==> src/sv/bfv_pkg.sv <==
// shared types and constants for the bitmap font file validator
// no dependencies; used by bfv_parser and bitmap_font_file_validator
package bfv_pkg;

    typedef enum logic [1:0] {
        PH_HEADER  = 2'd0,
        PH_RECORDS = 2'd1,
        PH_TRAIL   = 2'd2,
        PH_FAILED  = 2'd3
    } phase_t;

    typedef struct packed {
        logic        valid_res;
        logic [15:0] glyph_count;
        logic [31:0] file_bytes;
        logic [3:0]  format_version;
    } res_t;

    // header word numbers, counted from 1 at the word's last byte
    localparam logic [2:0] HW_COUNT   = 3'd1;
    localparam logic [2:0] HW_VERSION = 3'd2;
    localparam logic [2:0] HW_SIZE    = 3'd3;
    localparam logic [2:0] HW_ASCENT  = 3'd5;
    localparam logic [2:0] HW_DESCENT = 3'd6;

    // legacy record word numbers
    localparam logic [2:0] LW_CODEPOINT = 3'd1;
    localparam logic [2:0] LW_HEIGHT    = 3'd2;
    localparam logic [2:0] LW_WIDTH     = 3'd3;
    localparam logic [2:0] LW_ADVANCE   = 3'd4;

    // compact record byte positions
    localparam logic [4:0] CP_CODEPOINT = 5'd2;
    localparam logic [4:0] CP_HEIGHT    = 5'd3;
    localparam logic [4:0] CP_WIDTH     = 5'd4;
    localparam logic [4:0] CP_ADVANCE   = 5'd5;

    localparam logic [4:0] LEGACY_REC_LEN  = 5'd28;
    localparam logic [4:0] COMPACT_REC_LEN = 5'd7;
    localparam logic [31:0] HEADER_BYTES   = 32'd24;

    localparam logic [3:0] VER_LEGACY  = 4'd11;
    localparam logic [3:0] VER_COMPACT = 4'd12;

    localparam logic [31:0] FONT_SIZE_MIN = 32'd8;
    localparam logic [31:0] FONT_SIZE_MAX = 32'd48;
    localparam logic [31:0] ASCENT_MAX    = 32'd64;
    localparam logic [31:0] DESCENT_MAX   = 32'd32;
    localparam logic [31:0] DIM_MAX       = 32'd64;
    localparam logic [31:0] ADVANCE_MAX   = 32'd96;

    localparam logic [15:0] MAX_GLYPHS_RESET = 16'd512;

endpackage

==> src/sv/bfv_parser.sv <==
// per-byte header and glyph record parser with running length bookkeeping
// depends on bfv_pkg; instantiated by bitmap_font_file_validator
module bfv_parser (
    input  logic               clk,
    input  logic               rst_n,
    input  logic               step,
    input  logic [7:0]         data_byte,
    input  logic               last_byte,
    input  logic [15:0]        max_glyphs,
    output bfv_pkg::res_t      res
);

    bfv_pkg::phase_t phase_reg, phase_next;
    logic [31:0] byte_total_reg, byte_total_next;
    logic [31:0] word_shift_reg, word_shift_next;
    logic [4:0]  field_pos_reg, field_pos_next;
    logic [15:0] header_glyphs_reg, header_glyphs_next;
    logic        compact_reg, compact_next;
    logic [15:0] glyphs_done_reg, glyphs_done_next;
    logic [15:0] prev_cp_reg, prev_cp_next;
    logic [31:0] need_reg, need_next;
    logic [6:0]  glyph_height_reg, glyph_height_next;
    logic [6:0]  glyph_width_reg, glyph_width_next;
    logic [12:0] area_reg;

    logic [31:0] word;
    logic [31:0] byte_ext;
    logic [4:0]  pos_inc;
    logic        word_end;
    logic [2:0]  word_idx;
    logic        fail;
    logic        cp_high;
    logic [15:0] cp_val;
    logic        cp_check;
    logic [18:0] glyphs_x7;
    logic [20:0] rec_bytes;
    logic [4:0]  rec_len;
    logic [15:0] done_inc;

    always_comb
    begin
        byte_total_next    = (&byte_total_reg) ? byte_total_reg : byte_total_reg + 32'd1;
        word_shift_next    = word_shift_reg;
        field_pos_next     = field_pos_reg;
        phase_next         = phase_reg;
        header_glyphs_next = header_glyphs_reg;
        compact_next       = compact_reg;
        glyphs_done_next   = glyphs_done_reg;
        prev_cp_next       = prev_cp_reg;
        need_next          = need_reg;
        glyph_height_next  = glyph_height_reg;
        glyph_width_next   = glyph_width_reg;

        word      = {word_shift_reg[23:0], data_byte};
        byte_ext  = {24'd0, data_byte};
        pos_inc   = field_pos_reg + 5'd1;
        word_end  = (pos_inc[1:0] == 2'd0);
        word_idx  = pos_inc[4:2];
        fail      = 1'b0;
        cp_high   = 1'b0;
        cp_val    = word[15:0];
        cp_check  = 1'b0;
        glyphs_x7 = ({3'd0, header_glyphs_reg} << 3) - {3'd0, header_glyphs_reg};
        rec_bytes = 21'd0;
        rec_len   = compact_reg ? bfv_pkg::COMPACT_REC_LEN : bfv_pkg::LEGACY_REC_LEN;
        done_inc  = glyphs_done_reg + 16'd1;

        if (phase_reg == bfv_pkg::PH_HEADER)
        begin
            word_shift_next = word;
            field_pos_next  = pos_inc;
            if (word_end)
            begin
                case (word_idx)
                    bfv_pkg::HW_COUNT:
                    begin
                        if (word == 32'd0 || word > {16'd0, max_glyphs})
                            fail = 1'b1;
                        else
                            header_glyphs_next = word[15:0];
                    end
                    bfv_pkg::HW_VERSION:
                    begin
                        if (word == {28'd0, bfv_pkg::VER_COMPACT})
                        begin
                            compact_next = 1'b1;
                            rec_bytes    = {2'd0, glyphs_x7};
                        end
                        else if (word == {28'd0, bfv_pkg::VER_LEGACY})
                        begin
                            compact_next = 1'b0;
                            rec_bytes    = {glyphs_x7, 2'b00};
                        end
                        else
                            fail = 1'b1;
                        // fixed part of the required length, bitmaps added per glyph
                        need_next = bfv_pkg::HEADER_BYTES + {11'd0, rec_bytes};
                    end
                    bfv_pkg::HW_SIZE:
                    begin
                        if (word < bfv_pkg::FONT_SIZE_MIN || word > bfv_pkg::FONT_SIZE_MAX)
                            fail = 1'b1;
                    end
                    bfv_pkg::HW_ASCENT:
                    begin
                        if (word > bfv_pkg::ASCENT_MAX)
                            fail = 1'b1;
                    end
                    bfv_pkg::HW_DESCENT:
                    begin
                        if (word > bfv_pkg::DESCENT_MAX)
                            fail = 1'b1;
                        else
                        begin
                            phase_next     = bfv_pkg::PH_RECORDS;
                            field_pos_next = 5'd0;
                        end
                    end
                    default:
                    begin
                    end
                endcase
            end
        end
        else if (phase_reg == bfv_pkg::PH_RECORDS)
        begin
            word_shift_next = word;
            field_pos_next  = pos_inc;
            if (compact_reg)
            begin
                case (pos_inc)
                    bfv_pkg::CP_CODEPOINT:
                    begin
                        cp_check = 1'b1;
                        cp_val   = word[15:0];
                    end
                    bfv_pkg::CP_HEIGHT:
                    begin
                        if (byte_ext > bfv_pkg::DIM_MAX)
                            fail = 1'b1;
                        else
                            glyph_height_next = data_byte[6:0];
                    end
                    bfv_pkg::CP_WIDTH:
                    begin
                        if (byte_ext > bfv_pkg::DIM_MAX)
                            fail = 1'b1;
                        else
                            glyph_width_next = data_byte[6:0];
                    end
                    bfv_pkg::CP_ADVANCE:
                    begin
                        if (byte_ext > bfv_pkg::ADVANCE_MAX)
                            fail = 1'b1;
                    end
                    default:
                    begin
                    end
                endcase
            end
            else if (word_end)
            begin
                case (word_idx)
                    bfv_pkg::LW_CODEPOINT:
                    begin
                        cp_check = 1'b1;
                        cp_high  = |word[31:16];
                        cp_val   = word[15:0];
                    end
                    bfv_pkg::LW_HEIGHT:
                    begin
                        if (word > bfv_pkg::DIM_MAX)
                            fail = 1'b1;
                        else
                            glyph_height_next = word[6:0];
                    end
                    bfv_pkg::LW_WIDTH:
                    begin
                        if (word > bfv_pkg::DIM_MAX)
                            fail = 1'b1;
                        else
                            glyph_width_next = word[6:0];
                    end
                    bfv_pkg::LW_ADVANCE:
                    begin
                        if (word > bfv_pkg::ADVANCE_MAX)
                            fail = 1'b1;
                    end
                    default:
                    begin
                    end
                endcase
            end

            // codepoints must rise strictly from the second glyph on
            if (cp_check)
            begin
                if (cp_high || (glyphs_done_reg != 16'd0 && cp_val <= prev_cp_reg))
                    fail = 1'b1;
                else
                    prev_cp_next = cp_val;
            end

            if (!fail && pos_inc == rec_len)
            begin
                need_next        = need_reg + {19'd0, area_reg};
                glyphs_done_next = done_inc;
                field_pos_next   = 5'd0;
                if (done_inc == header_glyphs_reg)
                    phase_next = bfv_pkg::PH_TRAIL;
            end
        end

        if (fail)
            phase_next = bfv_pkg::PH_FAILED;

        res.valid_res      = (phase_next == bfv_pkg::PH_TRAIL) && (byte_total_next >= need_next);
        res.glyph_count    = res.valid_res ? header_glyphs_next : 16'd0;
        res.file_bytes     = byte_total_next;
        res.format_version = !res.valid_res ? 4'd0 :
                             (compact_next ? bfv_pkg::VER_COMPACT : bfv_pkg::VER_LEGACY);

        // end of file: start over for the next one
        if (last_byte)
        begin
            phase_next         = bfv_pkg::PH_HEADER;
            byte_total_next    = 32'd0;
            word_shift_next    = 32'd0;
            field_pos_next     = 5'd0;
            header_glyphs_next = 16'd0;
            compact_next       = 1'b0;
            glyphs_done_next   = 16'd0;
            prev_cp_next       = 16'd0;
            need_next          = 32'd0;
            glyph_height_next  = 7'd0;
            glyph_width_next   = 7'd0;
        end
    end

    always_ff @(posedge clk or negedge rst_n)
    begin
        if (!rst_n)
        begin
            phase_reg         <= bfv_pkg::PH_HEADER;
            byte_total_reg    <= 32'd0;
            word_shift_reg    <= 32'd0;
            field_pos_reg     <= 5'd0;
            header_glyphs_reg <= 16'd0;
            compact_reg       <= 1'b0;
            glyphs_done_reg   <= 16'd0;
            prev_cp_reg       <= 16'd0;
            need_reg          <= 32'd0;
            glyph_height_reg  <= 7'd0;
            glyph_width_reg   <= 7'd0;
        end
        else if (step)
        begin
            phase_reg         <= phase_next;
            byte_total_reg    <= byte_total_next;
            word_shift_reg    <= word_shift_next;
            field_pos_reg     <= field_pos_next;
            header_glyphs_reg <= header_glyphs_next;
            compact_reg       <= compact_next;
            glyphs_done_reg   <= glyphs_done_next;
            prev_cp_reg       <= prev_cp_next;
            need_reg          <= need_next;
            glyph_height_reg  <= glyph_height_next;
            glyph_width_reg   <= glyph_width_next;
        end
    end

    // bitmap area of the current glyph, ready well before the record ends
    always_ff @(posedge clk)
    begin
        area_reg <= {6'd0, glyph_height_reg} * {6'd0, glyph_width_reg};
    end

endmodule

==> src/sv/bitmap_font_file_validator.sv <==
// top level of the bitmap font file validator: handshake, config register, result register
// depends on bfv_pkg and bfv_parser
//
// Checks a bitmap font file streamed in one byte per beat, big-endian, with
// last_byte marking the final byte. A 24-byte header (glyph count, version 11 or
// 12, font size, ascent, descent) is checked against fixed limits and against
// max_glyphs, then one metric record per glyph (28 bytes for version 11, 7 for
// version 12). The file passes when every check holds and it is at least as long
// as header, records and the width*height bitmap bytes together; trailing bytes
// are fine. After the first failed check the remaining bytes are only counted.
// Exactly one result beat comes out per file, for its last byte. Each byte is
// parsed by the parser state registers and the result goes into an output
// register, so with out_ready high a byte is taken every clock, also in the
// cycle a result leaves. While a result waits for out_ready no byte is taken.
// The result appears in the cycle after the last byte is taken. max_glyphs
// (cfg_we/cfg_wdata) resets to 512 and should only be written between files.
module bitmap_font_file_validator (
    input  logic        clk,
    input  logic        rst_n,
    // input byte channel
    input  logic        in_valid,
    output logic        in_ready,
    input  logic [7:0]  data_byte,
    input  logic        last_byte,
    // result channel
    output logic        out_valid,
    input  logic        out_ready,
    output logic        valid_res,
    output logic [15:0] glyph_count,
    output logic [31:0] file_bytes,
    output logic [3:0]  format_version,
    // max_glyphs register write
    input  logic        cfg_we,
    input  logic [15:0] cfg_wdata
);

    logic [15:0]   max_glyphs_reg;
    logic          out_valid_reg;
    bfv_pkg::res_t res_reg;
    bfv_pkg::res_t res_now;
    logic          step;

    // a byte may enter whenever the result register is free or being drained
    assign in_ready = !out_valid_reg || out_ready;
    assign step     = in_valid && in_ready;

    bfv_parser u_parser (
        .clk        (clk),
        .rst_n      (rst_n),
        .step       (step),
        .data_byte  (data_byte),
        .last_byte  (last_byte),
        .max_glyphs (max_glyphs_reg),
        .res        (res_now)
    );

    // config register
    always_ff @(posedge clk or negedge rst_n)
    begin
        if (!rst_n)
            max_glyphs_reg <= bfv_pkg::MAX_GLYPHS_RESET;
        else if (cfg_we)
            max_glyphs_reg <= cfg_wdata;
    end

    // result beat valid flag
    always_ff @(posedge clk or negedge rst_n)
    begin
        if (!rst_n)
            out_valid_reg <= 1'b0;
        else if (step && last_byte)
            out_valid_reg <= 1'b1;
        else if (out_ready)
            out_valid_reg <= 1'b0;
    end

    // result payload, loaded only on the final byte of a file
    always_ff @(posedge clk)
    begin
        if (step && last_byte)
            res_reg <= res_now;
    end

    assign out_valid      = out_valid_reg;
    assign valid_res      = res_reg.valid_res;
    assign glyph_count    = res_reg.glyph_count;
    assign file_bytes     = res_reg.file_bytes;
    assign format_version = res_reg.format_version;

endmodule

==> config.mk <==
export PLATFORM = sky130hd
export DESIGN_NAME = bitmap_font_file_validator
export DESIGN_NICKNAME = d
export VERILOG_FILES = /design/src/sv/bfv_pkg.sv /design/src/sv/bfv_parser.sv /design/src/sv/bitmap_font_file_validator.sv
export SDC_FILE = /design/constraint.sdc
export NUM_CORES = 1
export LEC_CHECK = 0
export BUFFER_PORTS_ARGS = -buffer_cell sky130_fd_sc_hd__buf_2
export CORE_MARGIN = 2
export CORE_UTILIZATION = 64
export CTS_BUF_LIST = sky130_fd_sc_hd__clkbuf_2
export DETAILED_ROUTE_END_ITERATION = 8
export GPL_TIMING_DRIVEN = 0
export MAX_ROUTING_LAYER = met4
export PLACE_DENSITY = 0.91
export SKIP_CTS_REPAIR_TIMING = 1
export SLEW_MARGIN = 20
export SYNTH_ARGS = -nofsm -noshare
export SYNTH_HDL_FRONTEND = slang
export SYNTH_SLANG_ARGS = --single-unit
export TNS_END_PERCENT = 10
==> constraint.sdc <==
create_clock -name clk -period 10.3 [get_ports clk]
set_clock_uncertainty 0.2 [all_clocks]
set_input_delay 1.545 -clock clk [delete_from_list [all_inputs] [get_ports clk]]
set_output_delay 1.545 -clock clk [all_outputs]
set_load 0.02 [all_outputs]
==> results of run 1 <==
logic make-up (layout without fill, tap and decap cells):
| kind of cell | Yosys count | count (layout) | synth area share (%) |
|---|---|---|---|
| AO/OA/AOI/OAI | 509 | 509 | 19.8 |
| XOR/XNOR | 104 | 104 | 5.25 |
| adder cells (fa/ha/maj) | 153 | 153 | 12.1 |
| buffers and inverters | 210 | 413 | 4.64 |
| flip-flops | 240 | 240 | 35.7 |
| multiplexers | 57 | 57 | 3.54 |
| other | 0 | 1 | 0 |
| AND/OR/NAND/NOR | 650 | 650 | 19.0 |
where the power goes:
group / total (mW) / switching (mW) / leakage, nW / internal, mW
sequential: 1.15 / 0.0912 / 2.95 / 1.06
clock: 0.741 / 0.428 / 0.489 / 0.313
combinational: 1.02 / 0.638 / 4.85 / 0.378
total: 2.90 / 1.16 / 8.29 / 1.75
per-layer routing:
layer / global-route usage [%] / vias to the layer above / part of all wire, %
li1: - / 7375 / -
met1: 46.1 / 7809 / 39
met2: 58.1 / 970 / 46
met3: 6.13 / 203 / 9.8
met4: 17.8 / 0 / 4.7
met5: - / - / 0
Yosys cell counts, types with 45 or more instances:
cell type	instances	share of area [%]
nand2_1	225	4.9
inv_1	108	2.3
nor3_1	52	1.5
ha_1	129	9.3
nor2_1	98	2.1
edfxtp_1	52	9.0
dfrtp_1	174	25
nand3_1	47	1.4
clkbuf_1	93	2.0
o21ai_0	149	4.3
a22o_1	45	2.3
a21oi_1	71	2.0
xnor2_1	67	3.4
path summary, 6_finish.rpt:
check                                         startpoint                            to  slack (ns)  cells after the start
max                                         data_byte[4]               glyph_count[15]        2.93                     27
min                          u_parser.word_shift_reg[15]   u_parser.word_shift_reg[23]        0.28                      1
max reg2reg                u_parser.header_glyphs_reg[0]               glyph_count[15]        3.03                     27
min reg2reg                  u_parser.word_shift_reg[15]   u_parser.word_shift_reg[23]        0.28                      1
max in group asynchronous                          rst_n   u_parser.glyph_width_reg[1]        8.48                      2
min in group asynchronous                          rst_n  u_parser.glyphs_done_reg[10]        0.41                      1
stage by stage:
step                      util [%]  hold slack (ns)  area (um^2)
after global placement        67.9            0.290        18200
after floorplan                  -            0.270        17400
after CTS                     70.6            0.259        18900
after global routing          70.6            0.315        18900
after detailed placement      68.2            0.301        18300
final                         70.6            0.285        18900
cell usage in the layout (no fill, tap or decap), drive strengths merged, types with 35 or more instances in the layout:
cell,n
xor2,37
inv,112
nor3,54
nand4,37
o21ai,159
dfrtp,174
edfxtp,52
clkbuf,195
nand2,226
a22o,45
a21oi,71
nor2,99
and2,35
ha,129
nand3,48
xnor2,67
mux2,35
buf,95
final cells by class:
cell class                 instances  area (um^2)
multi-input combinational       1473        10400
timing repair buffer              87          485
fill                            2059         7880
antenna                            1         2.50
inverter                         109          409
clock buffer                     102          510
clock inverter                    14          118
buffer                           101          397
sequential                       240         6200
tap                              341          427
==> flow_summary_export.csv, run 1 <==
group,metric,value,unit
critical_path,cp-start-kind,"input port",
clock_network,path_clk_slew,0.10,ns
timing,setup_slack,2.93,ns
job,cap_violations,0,
global_routing,antenna_found_initial,1,
logic_synthesis,ys_seq_area_share,35.7,%
timing,fin_setup_tns,0,ns
floorplan,dieWidth,169,um
power_and_ir_drop,ir_worst_vdd,0.000108,V
global_routing,grt_usage,36.7,%
drt,vias,16400,
finish,area_growth,8.99,%
floorplan,dieHeight,169,um
place,routabilityCongestion,1.02,
drt,totalWireLength,50900,um
logic_synthesis,synth_top_flop_cell,"dfrtp_1",
critical_path,crit_fanout,10,
timing,report.final.slew_viol_count,0,
floorplan,dieArea,28500,um^2
timing,hold_viol_final,0,
critical_path,required,10.65,ns
logic_synthesis,synth-warning-count,0,
status,status,"finished, final reports clean",
logic_synthesis,synthArstFlopShare,72.9,%
clock_network,cts_tree,"done",
global_routing,grt_pass1_vias,15900,
drt,drt_first_pass_iters,7,
logic_synthesis,synth.cell_area,17400,um^2
logic_synthesis,synthCells,1923,
place,io_buffers,84,
timing,finalSetupViolCount,0,
logic_synthesis,avgSynthCellArea,9.03,um^2
timing,fmax,136,MHz
critical_path,cp_slowest_stage_delay,0.52,ns
timing,fin_crit,7.37,ns
critical_path,worstSetupPathType,"in -> reg",
logic_synthesis,synth_cell_types,98,
power_and_ir_drop,leakage,8.29,nW
floorplan,core_area,26800,um^2
critical_path,slowest_stage,"or4_1",
global_routing,grt_max_degree,96,
clock_network,insertion_delay,0.89,ns
drt,viasPerCell,6.63,
clock_network,htree_num_levels,3,
power_and_ir_drop,power_density,153,nW/um^2
power_and_ir_drop,total_power,2.90,mW
clock_network,cts_root_buf,"clkbuf_2",
critical_path,crit_path_end_kind,"flip-flop",
place,dpl.hpwl,38400,um
logic_synthesis,syn-num-nets,2106,
logic_synthesis,ys_ff_latch,240,
drt,drt_iter0_drc,1962,
timing,rsz0062_at_grt,"false",
drt,ant_nets,0,
drt,avgRoutedWirePerCell,20.6,um
clock_network,clock_path_buffers,3,
finish,final_cell_count_no_fill,2468,
critical_path,path_buf_inv,5,
floorplan,io_pins,85,
timing,finalCritPeriodShare,71.6,%
clock_network,numCtsBuffers,66,
place,post-place-ws,2.22,ns
clock_network,cts_sinks,240,
finish,nNetsFinal,2261,
timing,tightestPinTransition,1.03,ns
global_routing,overflow,0,
place,dp.cells,2351,
global_routing,grt_pass1_wl,80800,um
finish,drive_gt1_share,12.9,%
logic_synthesis,synth-edff-count,52,
floorplan,rows,60,
floorplan,start_util,64.8,%
critical_path,crit_family,"simple AND/OR/NAND/NOR gates",
min_path,hold_class,"reg -> reg",
timing,max_slew_margin,30.9,%
critical_path,cp.arrival,7.72,ns
drt,drcViolationCount,0,
(Power assumes the default switching activity.)
==> run 2: changes to the inputs <==
--- a/config.mk
+++ b/config.mk
@@ -5,14 +5,15 @@
 export SDC_FILE = /design/constraint.sdc
 export NUM_CORES = 1
 export LEC_CHECK = 0
+export ABC_AREA = 1
 export BUFFER_PORTS_ARGS = -buffer_cell sky130_fd_sc_hd__buf_2
 export CORE_MARGIN = 2
-export CORE_UTILIZATION = 64
+export CORE_UTILIZATION = 58
 export CTS_BUF_LIST = sky130_fd_sc_hd__clkbuf_2
 export DETAILED_ROUTE_END_ITERATION = 8
 export GPL_TIMING_DRIVEN = 0
 export MAX_ROUTING_LAYER = met4
-export PLACE_DENSITY = 0.91
+export PLACE_DENSITY = 0.87
 export SKIP_CTS_REPAIR_TIMING = 1
 export SLEW_MARGIN = 20
 export SYNTH_ARGS = -nofsm -noshare
==> constraint.sdc (replaced) <==
create_clock -name clk -period 5.98 [get_ports clk]
set_clock_uncertainty 0.2 [all_clocks]
set_input_delay 0.897 -clock clk [delete_from_list [all_inputs] [get_ports clk]]
set_output_delay 0.897 -clock clk [all_outputs]
set_load 0.02 [all_outputs]
==> run 2 against run 1 <==
Clock-buffer cell count increased by 8. Clock power increased by 77%. Critical path depth increased by 5. Worst hold slack got worse by 0.24 ns. Register-to-register slack got worse by 2.4 ns.
==> flow_summary_export.csv, run 2 <==
group,metric,value,unit
clock_network,path_clk_slew,0.10,ns
critical_path,startpoint,"u_parser.word_shift_reg[7]",
power_and_ir_drop,ir_worst_vdd,0.000241,V
floorplan,dieWidth,180,um
logic_synthesis,synth_cell_types,56,
critical_path,worstSetupPathType,"reg -> reg",
clock_network,clock_path_buffers,3,
critical_path,crit_path_end_kind,"flip-flop",
critical_path,cp_slowest_stage_delay,0.51,ns
place,post-place-ws,0.127,ns
critical_path,endpoint,"glyph_count[7]",
clock_network,cts_sinks,240,
critical_path,crit_family,"simple AND/OR/NAND/NOR gates",
logic_synthesis,synth-edff-count,52,
critical_path,required,6.49,ns
floorplan,dieHeight,180,um
finish,fin_area,19800,um^2
power_and_ir_drop,leakage,10.0,nW
logic_synthesis,synth.cell_area,17900,um^2
status,status,"finished, final reports clean",
drt,drcViolationCount,0,
place,routabilityCongestion,1.01,
logic_synthesis,synth.top_cell.area_share,24.3,%
drt,viasPerCell,5.78,
place,dpl.hpwl,43100,um
finish,area_growth,10.2,%
timing,fin_crit,5.36,ns
floorplan,dieArea,32400,um^2
timing,finalSetupViolCount,0,
logic_synthesis,synth_common_cells,"753 x nand2_1, 354 x inv_1, 188 x nor2_1",
finish,seq_area,6200,um^2
logic_synthesis,syn-num-nets,2701,
critical_path,slowest_stage,"dfrtp_1",
place,placed_cell_area,19000,um^2
finish,drive_gt1_share,9.93,%
critical_path,path_buf_inv,4,
global_routing,overflow,0,
drt,avgRoutedWirePerCell,18.0,um
logic_synthesis,synthCells,2518,
critical_path,r2r-end,"glyph_count[7]",
floorplan,start_util,58.8,%
timing,finalCritPeriodShare,89.6,%
critical_path,cp.arrival,5.87,ns
logic_synthesis,synth.largest_area_cell,"dfrtp_1",
logic_synthesis,synth_top_flop_cell,"dfrtp_1",
critical_path,crit_fanout,10,
logic_synthesis,ys_ff_latch,240,
job,cap_violations,0,
finish,nNetsFinal,2877,
timing,tightestPinTransition,0.906,ns
timing,fin_setup_tns,0,ns
drt,drt_iter0_drc,1781,
global_routing,antenna_found_initial,2,
logic_synthesis,synthTopCellsByArea,"dfrtp_1 24%, nand2_1 16%, ha_1 9.0%, edfxtp_1 8.7%, inv_1 7.4%",
logic_synthesis,synthArstFlopShare,72.9,%
logic_synthesis,ys_seq_area_share,34.6,%
finish,fillerInstances,2716,
critical_path,regToRegSetupSlack,0.62,ns
critical_path,cp-start-kind,"flip-flop",
logic_synthesis,yosysMostFrequentCell,"nand2_1",
global_routing,grt_max_degree,97,
floorplan,core_area,30500,um^2
critical_path,rr_startpoint,"u_parser.word_shift_reg[7]",
drt,drt_first_pass_iters,6,
global_routing,grt_pass1_wl,89500,um
global_routing,grt_usage,35.7,%
drt,ant_nets,0,
clock_network,insertion_delay,1.01,ns
clock_network,cts_tree,"done",
timing,hold_viol_final,0,
timing,report.final.slew_viol_count,0,
clock_network,htree_num_levels,3,
floorplan,rows,64,
finish,final_cell_mix,"753 x nand2_1, 354 x inv_1, 187 x nor2_1",
finish,multi_input_area,10100,um^2
logic_synthesis,avgSynthCellArea,7.13,um^2
clock_network,numCtsBuffers,70,
critical_path,path_depth,32,
place,io_buffers,84,
min_path,hold_class,"in -> reg",
timing,fin_hold_ws,0.0413,ns
clock_network,cts_root_buf,"clkbuf_2",
finish,final_common_cell,"nand2_1",
critical_path,r2r.worst_path.cells,32,
power_and_ir_drop,power_density,223,nW/um^2
critical_path,cp_common_cell,"nand2_1",
timing,fmax,187,MHz
timing,setup_slack,0.624,ns
floorplan,io_pins,85,
timing,max_slew_margin,39.4,%
timing,rsz0062_at_grt,"false",
global_routing,grt_pass1_vias,17300,
drt,totalWireLength,56500,um
drt,vias,18200,
logic_synthesis,synth-warning-count,0,
[run 2: report_power, final]
group          leakage, nW  internal [mW]  switching (mW)
Sequential            2.97           1.80          0.0744
Clock                0.504          0.525           0.781
Combinational         6.57          0.430           0.806
Total                 10.0           2.76            1.66
[run 2: logic make-up after synthesis]
| kind of cell | share of synthesized area, % |
|---|---|
| XOR/XNOR | 3.42 |
| multiplexers | 0.565 |
| buffers and inverters | 9.31 |
| adder cells (fa/ha/maj) | 11.7 |
| AND/OR/NAND/NOR | 29.6 |
| AO/OA/AOI/OAI | 10.9 |
| flip-flops | 34.6 |
[run 2: cell type report]
| class | instances | area share, % |
|---|---|---|
| multi-input combinational | 1842 | 51.0 |
| sequential | 240 | 31.3 |
| timing repair buffer | 104 | 3.45 |
| buffer | 70 | 1.49 |
| inverter | 366 | 6.96 |
| clock buffer | 110 | 2.78 |
| clock inverter | 17 | 0.462 |
| tap | 396 | 2.50 |
| antenna | 2 | 0.0253 |
[run 2: worst reg2reg max path: cells and delay by family (launching register included)]
kind / cells / cell delay (ns)
buffers and inverters: 4 / 0.70
DFF: 1 / 0.51
AOI/OAI and AO/OA: 6 / 0.79
adders and majority gates: 2 / 0.61
and+or+nand+nor: 20 / 2.30
[run 2: worst min path at each step]
stage	start	end	slack (ns)	depth (start not counted)
finish	cfg_we	max_glyphs_reg[0]	0.04	2
global route	cfg_we	max_glyphs_reg[0]	0.03	2
CTS	rst_n	u_parser.glyphs_done_reg[8]	-0.33	1
detailed placement	u_parser.need_reg[27]	u_parser.need_reg[27]	0.30	2
global placement	u_parser.byte_total_reg[30]	u_parser.byte_total_reg[30]	0.27	2
floorplan	u_parser.byte_total_reg[30]	u_parser.byte_total_reg[30]	0.25	2
[run 2: routing by layer]
layer | up-vias | global-route usage, % | wire length, um
met5 | - | - | 0
met4 | 0 | 14.6 | 2420
met3 | 168 | 6.08 | 5080
met2 | 855 | 54.8 | 25200
met1 | 8561 | 47.1 | 23800
li1 | 8593 | - | -
[run 2: through the flow]
| stage | instances | util (%) | power [mW] |
|---|---|---|---|
| 4_1_cts | 3128 | 64.3 | 4.41 |
| 2_1_floorplan | 2518 | - | 2.75 |
| 6_report | 3147 | 64.8 | 4.42 |
| 3_3_place_gp | 2998 | 61.8 | 3.06 |
| 5_1_grt | 3147 | 64.8 | 4.70 |
| 3_5_place_dp | 3001 | 62.2 | 3.11 |
==> run 3: changes to the inputs <==
--- a/config.mk
+++ b/config.mk
@@ -6,14 +6,14 @@
 export NUM_CORES = 1
 export LEC_CHECK = 0
 export ABC_AREA = 1
+export ABC_CLOCK_PERIOD_IN_PS = 6200
 export BUFFER_PORTS_ARGS = -buffer_cell sky130_fd_sc_hd__buf_2
 export CORE_MARGIN = 2
-export CORE_UTILIZATION = 58
-export CTS_BUF_LIST = sky130_fd_sc_hd__clkbuf_2
+export CORE_UTILIZATION = 64
 export DETAILED_ROUTE_END_ITERATION = 8
 export GPL_TIMING_DRIVEN = 0
 export MAX_ROUTING_LAYER = met4
-export PLACE_DENSITY = 0.87
+export PLACE_DENSITY = 0.91
 export SKIP_CTS_REPAIR_TIMING = 1
 export SLEW_MARGIN = 20
 export SYNTH_ARGS = -nofsm -noshare
==> constraint.sdc (replaced) <==
create_clock -name clk -period 6.2 [get_ports clk]
set_clock_uncertainty 0.2 [all_clocks]
set_input_delay 0.93 -clock clk [delete_from_list [all_inputs] [get_ports clk]]
set_output_delay 0.93 -clock clk [all_outputs]
set_load 0.02 [all_outputs]
==> run 3 against run 2 <==
Setup slack got worse by 0.12 ns. First-iteration DRC count increased by 14%. Power increased by 5.0%. Non-clock buffer count decreased by 17. Die area decreased by 9.2%. Core utilization increased by 6.7 points. Critical path depth decreased by 3. Fmax decreased by 5.9%. Register-to-register slack got worse by 0.12 ns. Critical endpoint is now valid_res. Highest routed layer unchanged.
==> flow_summary_export.csv, run 3 (synthesis gave the netlist of run 2 again) <==
group,metric,value,unit
finish,seq_area,6200,um^2
finish,nNetsFinal,2817,
power_and_ir_drop,power_density,234,nW/um^2
critical_path,cp_common_cell,"nand2_1",
place,routabilityCongestion,1.01,
critical_path,slowest_stage,"clkbuf_1",
clock_network,cts_tree,"done",
floorplan,dieWidth,171,um
min_path,hold_class,"in -> async",
clock_network,cts_sinks,240,
global_routing,grt_pass1_wl,88100,um
finish,drive_gt1_share,7.42,%
critical_path,cp-start-kind,"flip-flop",
critical_path,cp.arrival,5.79,ns
timing,rsz0062_at_grt,"false",
floorplan,io_pins,85,
finish,area_growth,10.5,%
timing,report.final.slew_viol_count,0,
drt,drt_first_pass_iters,7,
finish,fillerInstances,2242,
timing,fmax,176,MHz
critical_path,cp_slowest_stage_delay,0.45,ns
timing,finalCritPeriodShare,91.8,%
clock_network,clock_path_buffers,3,
global_routing,antenna_found_initial,1,
floorplan,rows,61,
place,io_buffers,84,
place,dpl.hpwl,42400,um
timing,tightestPinTransition,0.899,ns
finish,multi_input_area,10100,um^2
critical_path,crit_fanout,10,
drt,drt_iter0_drc,2035,
critical_path,r2r.worst_path.cells,29,
job,cap_violations,0,
critical_path,crit_path_end_kind,"flip-flop",
timing,finalSetupViolCount,0,
global_routing,overflow,0,
timing,fin_setup_tns,0,ns
drt,avgRoutedWirePerCell,18.1,um
floorplan,core_area,27700,um^2
global_routing,grt_max_degree,92,
power_and_ir_drop,ir_worst_vdd,0.000246,V
timing,max_slew_margin,40.1,%
power_and_ir_drop,leakage,9.89,nW
clock_network,numCtsBuffers,27,
clock_network,insertion_delay,0.57,ns
critical_path,worstSetupPathType,"reg -> reg",
drt,vias,17900,
floorplan,dieArea,29400,um^2
clock_network,path_clk_slew,0.06,ns
finish,final_cell_count_no_fill,3034,
timing,fin_crit,5.69,ns
drt,viasPerCell,5.91,
status,status,"finished, final reports clean",
place,dp.cells,2983,
floorplan,start_util,64.8,%
floorplan,dieHeight,171,um
finish,final_common_cell,"nand2_1",
drt,drcViolationCount,0,
timing,hold_viol_final,0,
clock_network,cts_root_buf,"clkbuf_16",
clock_network,htree_num_levels,1,
drt,totalWireLength,55000,um
global_routing,grt_usage,39.3,%
drt,ant_nets,0,
global_routing,grt_pass1_vias,17100,
critical_path,required,6.30,ns
finish,final_cell_mix,"753 x nand2_1, 354 x inv_1, 187 x nor2_1",
[run 3: worst paths after layout]
path	startpoint	to	slack, ns
setup / recovery	u_parser.field_pos_reg[1]	valid_res	0.51
hold / removal	rst_n	u_parser.prev_cp_reg[11]	0.18
setup reg to reg	u_parser.field_pos_reg[1]	valid_res	0.51
hold reg to reg	u_parser.byte_total_reg[30]	u_parser.byte_total_reg[30]	0.30
max in group asynchronous	rst_n	u_parser.byte_total_reg[7]	4.68
min in group clk	u_parser.byte_total_reg[30]	u_parser.byte_total_reg[30]	0.30
[run 3: area by class of cell]
type                    count  area share [%]
clock buffers              35            3.56
well taps                 378            2.39
multi-input cells        1842            50.8
flip-flops and latches    240            31.3
clock inverters            15           0.896
diodes                      1          0.0126
inverters                 366            6.94
repair buffers             87            2.59
plain buffers              70            1.48
[run 3: report_power, final]
group | switching (mW) | internal (mW) | total, mW
clock network | 0.697 | 0.936 | 1.63
registers | 0.0759 | 1.74 | 1.82
logic | 0.783 | 0.408 | 1.19
[run 3: per-stage QoR]
stage	cell area [um^2]	hold WS [ns]	power [mW]	setup slack, ns	util [%]
final	19800	0.176	4.64	0.507	71.6
after global routing	19800	0.233	4.87	0.123	71.6
after CTS	19800	0.187	4.63	0.640	71.5
after detailed placement	18900	0.285	3.01	0.294	68.4
after global placement	18800	0.267	2.94	-0.995	68.0
after floorplan	17900	0.249	2.65	1.23	-
[run 3: routing by layer]
metal / up-vias / GRT usage [%] / share of wire, %
met4: 0 / 14.8 / 3.9
met1: 8396 / 52.8 / 41
li1: 8409 / - / -
met5: - / - / 0
met3: 175 / 5.45 / 9.3
met2: 937 / 61.0 / 45
[run 3: worst max-delay path, delay by kind of cell (launching register included)]
kind,cells,cell delay [ns]
flops,1,0.41
buf+inv,8,1.33
simple gates,13,1.70
compound gates,6,1.09
fa+ha+maj,2,0.65
